===== src/rtl/urlpd_pkg.sv =====
// Package for the URL percent decoder: byte constants, result and push types,
// and the hex digit decode. No dependencies.
package urlpd_pkg;

   localparam logic [7:0] EscapeChar  = 8'h25;
   localparam logic [7:0] DigitZero   = 8'h30;
   localparam logic [7:0] DigitNine   = 8'h39;
   localparam logic [7:0] LetterA     = 8'h41;
   localparam logic [7:0] LetterF     = 8'h46;
   localparam logic [7:0] LetterBase  = 8'h37;
   localparam int         ValueWidth  = 32;
   localparam int         BufDepth    = 2;

   typedef struct packed {
      logic [7:0] out_byte;
      logic       has_byte;
      logic       string_done;
      logic       run_last;
   } result_type;

   typedef struct packed {
      logic       valid;
      logic [1:0] count;
      result_type first;
      result_type second;
   } push_type;

   typedef struct packed {
      logic       is_digit;
      logic [3:0] value;
   } digit_type;

   function automatic digit_type hex_digit(input logic [7:0] b);
      digit_type d;
      logic [7:0] diff;
      d    = '0;
      diff = '0;
      if (b >= DigitZero && b <= DigitNine) begin
         diff       = b - DigitZero;
         d.is_digit = 1'b1;
         d.value    = diff[3:0];
      end else if (b >= LetterA && b <= LetterF) begin
         diff       = b - LetterBase;
         d.is_digit = 1'b1;
         d.value    = diff[3:0];
      end
      return d;
   endfunction

   // Positive as signed 32-bit and above 0x1F.
   function automatic logic value_emits(input logic [ValueWidth-1:0] v);
      return !v[ValueWidth-1] && (|v[ValueWidth-2:5]);
   endfunction

endpackage


===== src/rtl/urlpd_req_if.sv =====
// Request channel of the URL percent decoder: one encoded byte per request.
// Depends on nothing.
interface urlpd_req_if;
   logic       valid;
   logic       ready;
   logic [7:0] in_byte;
   logic       is_final_byte;

   modport source (output valid, output in_byte, output is_final_byte, input ready);
   modport sink   (input valid, input in_byte, input is_final_byte, output ready);
endinterface


===== src/rtl/urlpd_rsp_if.sv =====
// Response channel of the URL percent decoder: one decoded result per transfer.
// Depends on nothing.
interface urlpd_rsp_if;
   logic       valid;
   logic       ready;
   logic [7:0] out_byte;
   logic       has_byte;
   logic       string_done;
   logic       run_last;

   modport source (output valid, output out_byte, output has_byte, output string_done,
                   output run_last, input ready);
   modport sink   (input valid, input out_byte, input has_byte, input string_done,
                   input run_last, output ready);
endinterface


===== src/rtl/urlpd_core.sv =====
// Input register, escape state and single-pass decode of one request.
// Depends on urlpd_pkg and urlpd_req_if.
module urlpd_core (
   input  logic               clock,
   input  logic               reset,
   urlpd_req_if.sink          req_ch,
   input  logic [1:0]         free_slots,
   output urlpd_pkg::push_type push
);

   logic                                  in_valid_ff, in_valid_in;
   logic [7:0]                            in_byte_ff, in_byte_in;
   logic                                  in_final_ff, in_final_in;
   logic                                  escape_ff, escape_in;
   logic [urlpd_pkg::ValueWidth-1:0]      value_ff, value_in;

   urlpd_pkg::digit_type                  dig;
   urlpd_pkg::result_type                 res_a, res_b;
   logic                                  emit_close, emit_pass, emit_end;
   logic                                  escape_mid;
   logic [urlpd_pkg::ValueWidth-1:0]      value_mid;
   logic [1:0]                            count;
   logic                                  fire;

   always_comb begin
      dig        = urlpd_pkg::hex_digit(in_byte_ff);
      escape_mid = escape_ff;
      value_mid  = value_ff;
      emit_close = 1'b0;
      emit_pass  = 1'b0;
      if (escape_ff && dig.is_digit) begin
         value_mid = {value_ff[urlpd_pkg::ValueWidth-5:0], dig.value};
      end else begin
         if (escape_ff) begin
            emit_close = urlpd_pkg::value_emits(value_ff);
            escape_mid = 1'b0;
            value_mid  = '0;
         end
         if (in_byte_ff == urlpd_pkg::EscapeChar) begin
            escape_mid = 1'b1;
            value_mid  = '0;
         end else begin
            emit_pass = 1'b1;
         end
      end
      emit_end = in_final_ff && escape_mid && urlpd_pkg::value_emits(value_mid);

      count = {1'b0, emit_close} + {1'b0, emit_pass | emit_end};
      if (in_final_ff && count == 2'd0) begin
         count = 2'd1;
      end

      res_a = '0;
      if (emit_close) begin
         res_a.out_byte = value_ff[7:0];
         res_a.has_byte = 1'b1;
      end else if (emit_pass) begin
         res_a.out_byte = in_byte_ff;
         res_a.has_byte = 1'b1;
      end else if (emit_end) begin
         res_a.out_byte = value_mid[7:0];
         res_a.has_byte = 1'b1;
      end
      res_b          = '0;
      res_b.out_byte = in_byte_ff;
      res_b.has_byte = 1'b1;
      if (count == 2'd2) begin
         res_b.run_last    = 1'b1;
         res_b.string_done = in_final_ff;
      end else begin
         res_a.run_last    = 1'b1;
         res_a.string_done = in_final_ff;
      end

      fire        = in_valid_ff && (count <= free_slots);
      push.valid  = fire && (count != 2'd0);
      push.count  = count;
      push.first  = res_a;
      push.second = res_b;

      req_ch.ready = !in_valid_ff || fire;
      in_valid_in  = req_ch.valid || (in_valid_ff && !fire);
      in_byte_in   = in_byte_ff;
      in_final_in  = in_final_ff;
      if (req_ch.ready) begin
         in_byte_in  = req_ch.in_byte;
         in_final_in = req_ch.is_final_byte;
      end

      escape_in = escape_ff;
      value_in  = value_ff;
      if (fire) begin
         escape_in = escape_mid && !in_final_ff;
         value_in  = in_final_ff ? '0 : value_mid;
      end
   end

   always_ff @(posedge clock) begin
      if (reset) begin
         in_valid_ff <= 1'b0;
         escape_ff   <= 1'b0;
         value_ff    <= '0;
      end else begin
         in_valid_ff <= in_valid_in;
         escape_ff   <= escape_in;
         value_ff    <= value_in;
      end
      in_byte_ff  <= in_byte_in;
      in_final_ff <= in_final_in;
   end

endmodule


===== src/rtl/urlpd_obuf.sv =====
// Two-entry result buffer that drives the response channel.
// Depends on urlpd_pkg and urlpd_rsp_if.
module urlpd_obuf (
   input  logic               clock,
   input  logic               reset,
   input  urlpd_pkg::push_type push,
   output logic [1:0]         free_slots,
   urlpd_rsp_if.source        rsp_ch
);

   urlpd_pkg::result_type slot_ff [urlpd_pkg::BufDepth];
   urlpd_pkg::result_type slot_in [urlpd_pkg::BufDepth];
   logic [1:0]            count_ff, count_in;
   logic                  pop;
   logic [1:0]            remain;
   urlpd_pkg::result_type head;

   always_comb begin
      rsp_ch.valid       = count_ff != 2'd0;
      rsp_ch.out_byte    = slot_ff[0].out_byte;
      rsp_ch.has_byte    = slot_ff[0].has_byte;
      rsp_ch.string_done = slot_ff[0].string_done;
      rsp_ch.run_last    = slot_ff[0].run_last;

      pop        = rsp_ch.valid && rsp_ch.ready;
      remain     = count_ff - {1'b0, pop};
      free_slots = 2'(urlpd_pkg::BufDepth) - remain;
      head       = pop ? slot_ff[1] : slot_ff[0];

      slot_in[0] = head;
      slot_in[1] = slot_ff[1];
      count_in   = remain;
      if (push.valid) begin
         count_in = remain + push.count;
         if (remain == 2'd0) begin
            slot_in[0] = push.first;
            slot_in[1] = push.second;
         end else begin
            slot_in[1] = push.first;
         end
      end
   end

   always_ff @(posedge clock) begin
      if (reset) begin
         count_ff <= '0;
      end else begin
         count_ff <= count_in;
      end
      slot_ff[0] <= slot_in[0];
      slot_ff[1] <= slot_in[1];
   end

endmodule


===== src/rtl/url_percent_decoder_top.sv =====
// Top level of the URL percent decoder: input register and decode, then the
// result buffer. Depends on urlpd_pkg, urlpd_req_if, urlpd_rsp_if, urlpd_core, urlpd_obuf.
//
//   channel   direction  payload                                        results
//   req_ch    in         in_byte, is_final_byte                         -
//   rsp_ch    out        out_byte, has_byte, string_done, run_last      0..2 per request
//
// One request per cycle while the buffer has room; its first result passes the input
// register, then the result buffer, before rsp_ch presents it. The response side moves
// one result per cycle while rsp_ch.ready is high; a request lacking buffer room waits.
// Reset clears the escape state and empties both stages.
// A stalled response side fills the buffer; then only requests that yield no result pass.
module url_percent_decoder_top (
   input  logic        clock,
   input  logic        reset,
   urlpd_req_if.sink   req_ch,
   urlpd_rsp_if.source rsp_ch
);

   urlpd_pkg::push_type push;
   logic [1:0]          free_slots;

   urlpd_core u_core (
      .clock      (clock),
      .reset      (reset),
      .req_ch     (req_ch),
      .free_slots (free_slots),
      .push       (push)
   );

   urlpd_obuf u_obuf (
      .clock      (clock),
      .reset      (reset),
      .push       (push),
      .free_slots (free_slots),
      .rsp_ch     (rsp_ch)
   );

endmodule


===== src/flat_wrapper.sv =====
// flat-port wrapper written by rule: the top's interface ports become plain ports
module url_percent_decoder_top_flat 
  (clock, reset, req_ch_valid, req_ch_in_byte, req_ch_is_final_byte, req_ch_ready, rsp_ch_valid, rsp_ch_out_byte, rsp_ch_has_byte, rsp_ch_string_done, rsp_ch_run_last, rsp_ch_ready);
  urlpd_req_if req_ch_i ();
  urlpd_rsp_if rsp_ch_i ();
  input  logic clock;
  input  logic reset;
  input wire logic [$bits(req_ch_i.valid)-1:0] req_ch_valid;
  input wire logic [$bits(req_ch_i.in_byte)-1:0] req_ch_in_byte;
  input wire logic [$bits(req_ch_i.is_final_byte)-1:0] req_ch_is_final_byte;
  output wire logic [$bits(req_ch_i.ready)-1:0] req_ch_ready;
  output wire logic [$bits(rsp_ch_i.valid)-1:0] rsp_ch_valid;
  output wire logic [$bits(rsp_ch_i.out_byte)-1:0] rsp_ch_out_byte;
  output wire logic [$bits(rsp_ch_i.has_byte)-1:0] rsp_ch_has_byte;
  output wire logic [$bits(rsp_ch_i.string_done)-1:0] rsp_ch_string_done;
  output wire logic [$bits(rsp_ch_i.run_last)-1:0] rsp_ch_run_last;
  input wire logic [$bits(rsp_ch_i.ready)-1:0] rsp_ch_ready;
  assign req_ch_i.valid = req_ch_valid;
  assign req_ch_i.in_byte = req_ch_in_byte;
  assign req_ch_i.is_final_byte = req_ch_is_final_byte;
  assign req_ch_ready = req_ch_i.ready;
  assign rsp_ch_valid = rsp_ch_i.valid;
  assign rsp_ch_out_byte = rsp_ch_i.out_byte;
  assign rsp_ch_has_byte = rsp_ch_i.has_byte;
  assign rsp_ch_string_done = rsp_ch_i.string_done;
  assign rsp_ch_run_last = rsp_ch_i.run_last;
  assign rsp_ch_i.ready = rsp_ch_ready;
  url_percent_decoder_top u_core (.clock(clock), .reset(reset), .req_ch(req_ch_i), .rsp_ch(rsp_ch_i));
endmodule

===== config.mk =====
export PLATFORM = sky130hd
export DESIGN_NAME = url_percent_decoder_top_flat
export DESIGN_NICKNAME = d
export VERILOG_FILES = /design/src/rtl/urlpd_pkg.sv /design/src/rtl/urlpd_req_if.sv /design/src/rtl/urlpd_rsp_if.sv /design/src/rtl/urlpd_core.sv /design/src/rtl/urlpd_obuf.sv /design/src/rtl/url_percent_decoder_top.sv /design/src/flat_wrapper.sv
export SDC_FILE = /design/constraint.sdc
export NUM_CORES = 1
export LEC_CHECK = 0
export BUFFER_PORTS_ARGS = -buffer_cell sky130_fd_sc_hd__buf_2
export CORE_MARGIN = 3
export CORE_UTILIZATION = 54
export CTS_CLUSTER_SIZE = 16
export DETAILED_ROUTE_END_ITERATION = 8
export PLACE_DENSITY = 0.74
export SLEW_MARGIN = 20
export SYNTH_ARGS = -nofsm -noshare
export SYNTH_HDL_FRONTEND = slang
export SYNTH_SLANG_ARGS = --single-unit

===== constraint.sdc =====
create_clock -name clock -period 4.9 [get_ports clock]
set_input_delay 0.735 -clock clock [delete_from_list [all_inputs] [get_ports clock]]
set_output_delay 0.735 -clock clock [all_outputs]
set_load 0.005 [all_outputs]

==> impl_metrics.tcl <==
set metrics [dict create \
    status "finished, final reports clean" \
    wl_microns 6912 \
    area_delta_synth_final_pct 10.88 \
    postSynthRegisterBits 67 \
    timing.final.crit_share_pct 94.74 \
    grt_use_met2_pct 29.74 \
    grt_busiest_layer "met2" \
    wl_per_cell_microns 15.93 \
    critical_path_peak_fanout 7 \
    regToRegSetupSlack_ps 360 \
    cell_pwr_density_nw_per_um2 498.7 \
    worstSkewPairLatency_ps 340 \
    first_global_vias 2394 \
    crit_path_start "u_core.u_core.in_byte_ff[1]$_DFFE_PP_" \
    postSynthCellCount 333 \
    crit_path_end_kind "primary output" \
    ys_warns 0 \
    critical_path_arrival_ps 3910 \
    timing.final.ws_setup_ps 257.8 \
    number_of_rows_created_at_floorplan 27 \
    hold_violations 0 \
    post-place-ws_ps 306.2 \
    finalSetupViolCount 0 \
    fin_crit_ps 4642 \
    core_region_area_sq_um 5642 \
    filler_cell_count_in_the_final_layout 482 \
    timing.slew.headroom_pct 45.16 \
    use_met3_pct 5.035 \
    netlist-cell-type-count 53 \
    timing.critical_path.required_ps 4160 \
    grtUsageMet1_pct 29.43 \
    crit-reg2reg-capture "u_core.u_core.value_ff[26]$_SDFFE_PP0P_" \
    die-area_sq_um 6969 \
    criticalPathCategory "flop to primary output" \
    cts.path.max_buffers 2 \
    drc 0 \
    dr.pass1.iters 6 \
    ir_drop_mv 0.2856 \
    synth.avg_cell_area_sq_um 9.735 \
    whs_path_depth 2 \
    timing.max_cap.violations 0 \
    finClkSkew_ps 10.56 \
    grt_overflow_total 0 \
    numClockSinks 67 \
    mappedNetlistNets 356 \
    die_w_microns 83.48 \
    syn_area_sq_um 3242 \
    number_of_enable_type_register_cells_in_the_synthesized_netlist 20 \
    rsz0062_at_grt "no" \
    grt_use_total_pct 20.68 \
    dominant_synthesized_flop_cell "sky130_fd_sc_hd__dfxtp_1" \
    routabilityCongestion 0.9437 \
    sequential_area_share_after_synthesis_pct 47.55 \
    port_buffers 25 \
    tritoncts "built" \
    tightest_slew_ps 822.6 \
    fin_nets 380 \
    die_height_microns 83.48 \
    async_flop_share_pct 0 \
    rr_startpoint "u_core.u_core.in_byte_ff[1]$_DFFE_PP_" \
    hp-class "flop to flop" \
    static-leakage-power_nw 1.416 \
    detailroute.via_count 2568 \
    grt_first_pass_wirelength_microns 11600 \
    cts_hold_buffers 0 \
    boundaryPins 26 \
    avgViaCountPerCell 5.917 \
    crit_end "req_ch_ready" \
    drt.antenna.violating_nets 0 \
    start_util_pct 57.46 \
    cts.root.buffer_cell "sky130_fd_sc_hd__clkbuf_8" \
    fmax_mhz 215.4 \
    finalMaxSlewViolations 0 \
    worst_hold_slack_ps 514.0 \
    cts-htree-levels 3 \
    final.setup.tns_ps 0 \
    detailed_router_s_first_iteration_violation_count 244 \
    antenna_fix_cells 0 \
    grt_start_max_net_pins 37 \
    r2r_cells 18 \
    grt_antenna_before_repair 0 \
    clk_pin_slew_ps 70 \
    post-dp-hpwl_microns 4823 \
    post_place_cell_area_sq_um 3362 \
    post_route_cells_drive_above_1_share_pct 21.27 \
    tritoncts.num_buffers 9 \
    worstSetupStartpointType "flop" \
    stdcell_area_sq_um 3595 \
]
[final cells by class]
type / instances / area (sq um) / share of cell area, %
flip-flops and latches: 67 / 1541 / 42.88
well taps: 72 / 90.09 / 2.506
repair buffers: 37 / 215.2 / 5.987
multi-input cells: 230 / 1515 / 42.15
inverters: 12 / 45.04 / 1.253
clock buffers: 11 / 151.4 / 4.212
clock inverters: 5 / 36.28 / 1.009
[synthesized netlist by cell type (7+ instances only)]
master,number,area share [%]
sky130_fd_sc_hd__a21oi_1,7,1.1
sky130_fd_sc_hd__a22oi_1,36,8.3
sky130_fd_sc_hd__a31oi_1,8,1.5
sky130_fd_sc_hd__buf_2,7,1.1
sky130_fd_sc_hd__buf_4,9,2.1
sky130_fd_sc_hd__dfxtp_1,47,29
sky130_fd_sc_hd__edfxtp_1,20,19
sky130_fd_sc_hd__ha_1,10,3.9
sky130_fd_sc_hd__inv_1,9,1.0
sky130_fd_sc_hd__nand2_1,29,3.4
sky130_fd_sc_hd__nor2_1,47,5.4
sky130_fd_sc_hd__o21ai_0,17,2.6
sky130_fd_sc_hd__o22ai_1,8,1.5
[cells in the final DEF, fill, tap and decap left out, types with 2 or more instances in the layout]
master,instances
sky130_fd_sc_hd__nor2_2,2
sky130_fd_sc_hd__xnor2_1,4
sky130_fd_sc_hd__nand2_1,28
sky130_fd_sc_hd__nor4_1,6
sky130_fd_sc_hd__a221oi_2,2
sky130_fd_sc_hd__clkbuf_8,11
sky130_fd_sc_hd__o22ai_1,8
sky130_fd_sc_hd__mux2_2,6
sky130_fd_sc_hd__clkinv_4,2
sky130_fd_sc_hd__nor3_1,2
sky130_fd_sc_hd__nand2b_1,3
sky130_fd_sc_hd__mux2i_1,6
sky130_fd_sc_hd__buf_2,25
sky130_fd_sc_hd__a22oi_1,36
sky130_fd_sc_hd__nand4_1,2
sky130_fd_sc_hd__nor2_1,47
sky130_fd_sc_hd__inv_2,2
sky130_fd_sc_hd__a31oi_1,8
sky130_fd_sc_hd__edfxtp_1,20
sky130_fd_sc_hd__nor2b_1,3
sky130_fd_sc_hd__xor2_1,2
sky130_fd_sc_hd__clkinv_2,2
sky130_fd_sc_hd__a211oi_2,2
sky130_fd_sc_hd__inv_1,9
sky130_fd_sc_hd__nand3_1,2
sky130_fd_sc_hd__o21ai_0,17
sky130_fd_sc_hd__a21oi_1,7
sky130_fd_sc_hd__nor3_4,3
sky130_fd_sc_hd__buf_4,12
sky130_fd_sc_hd__o2bb2ai_1,2
sky130_fd_sc_hd__dfxtp_1,47
sky130_fd_sc_hd__a21o_1,3
sky130_fd_sc_hd__ha_1,10
sky130_fd_sc_hd__a22o_1,2
[what timing repair did]
action	in CTS	in global routing
resized for setup	0	3
endpoints found under the setup margin	0	29
buffers inserted	0	4
[worst max-delay path: stages (launching register included)]
cell and delay (ps):
sky130_fd_sc_hd__edfxtp_1 430, sky130_fd_sc_hd__inv_1 160, sky130_fd_sc_hd__ha_1 180, sky130_fd_sc_hd__or3b_1 340, sky130_fd_sc_hd__nand4_1 130, sky130_fd_sc_hd__a21oi_2 120
sky130_fd_sc_hd__a221oi_2 320, sky130_fd_sc_hd__nor3_4 90, sky130_fd_sc_hd__or2_1 250, sky130_fd_sc_hd__inv_2 80, sky130_fd_sc_hd__ha_1 220, sky130_fd_sc_hd__a21o_1 180
sky130_fd_sc_hd__ha_1 310, sky130_fd_sc_hd__nor2b_1 130, sky130_fd_sc_hd__maj3_1 370, sky130_fd_sc_hd__nand2_2 120, sky130_fd_sc_hd__buf_2 120
[per-stage QoR]
step,util [%],instances,total power [mW]
3_3_place_gp,59.59,414,1.337
4_1_cts,62.92,430,1.786
6_report,63.72,434,1.793
5_1_grt,63.72,434,1.914
3_5_place_dp,59.59,414,1.357
2_1_floorplan,-,333,1.229
[power by group]
part | switching, mW | total [mW] | internal, mW
Clock | 0.215 | 0.428 | 0.213
Sequential | 0.0679 | 0.787 | 0.719
Combinational | 0.319 | 0.578 | 0.259
Total | 0.602 | 1.79 | 1.19
[cell families after synthesis]
group	count (synthesis)	share of synthesized area [%]
xor+xnor	6	1.621
simple gates	109	16.33
buf+inv	36	6.175
mux	12	3.937
compound gates	92	20.22
flops	67	47.55
fa+ha+maj	11	4.168
[routing by layer]
| metal | up-vias | share of wire [%] | wire length (microns) |
|---|---|---|---|
| met2 | 101 | 44 | 3034 |
| met1 | 1199 | 48 | 3290 |
| met5 | - | 0 | 0 |
| met3 | 13 | 6.8 | 468 |
| met4 | 0 | 1.7 | 119 |
| li1 | 1255 | - | - |
[flip-flops by register name, summed over array words and instances, names as in the netlist]
signal                     cells
u_core.u_core.value_ff        32
u_core.u_core.in_valid_ff      1
u_core.u_obuf.slot_ff         22
u_core.u_core.escape_ff        1
u_core.u_core.in_byte_ff       8
u_core.u_obuf.count_ff         2
u_core.u_core.in_final_ff      1
[how the worst min path moves through the flow]
| stage | startpoint | endpoint | slack, ps |
|---|---|---|---|
| 2_1_floorplan | u_core.u_core.value_ff[31]$_SDFFE_PP0P_ | u_core.u_core.value_ff[31]$_SDFFE_PP0P_ | 470 |
| 3_3_place_gp | u_core.u_core.value_ff[30]$_SDFFE_PP0P_ | u_core.u_core.value_ff[30]$_SDFFE_PP0P_ | 490 |
| 3_5_place_dp | u_core.u_core.value_ff[31]$_SDFFE_PP0P_ | u_core.u_core.value_ff[31]$_SDFFE_PP0P_ | 500 |
| 4_1_cts | u_core.u_core.value_ff[31]$_SDFFE_PP0P_ | u_core.u_core.value_ff[31]$_SDFFE_PP0P_ | 520 |
| 5_1_grt | req_ch_in_byte[1] | u_core.u_core.in_byte_ff[1]$_DFFE_PP_ | 550 |
| 6_report | u_core.u_core.value_ff[28]$_SDFFE_PP0P_ | u_core.u_core.value_ff[28]$_SDFFE_PP0P_ | 510 |
No activity file was read; power rests on OpenSTA's default activity.
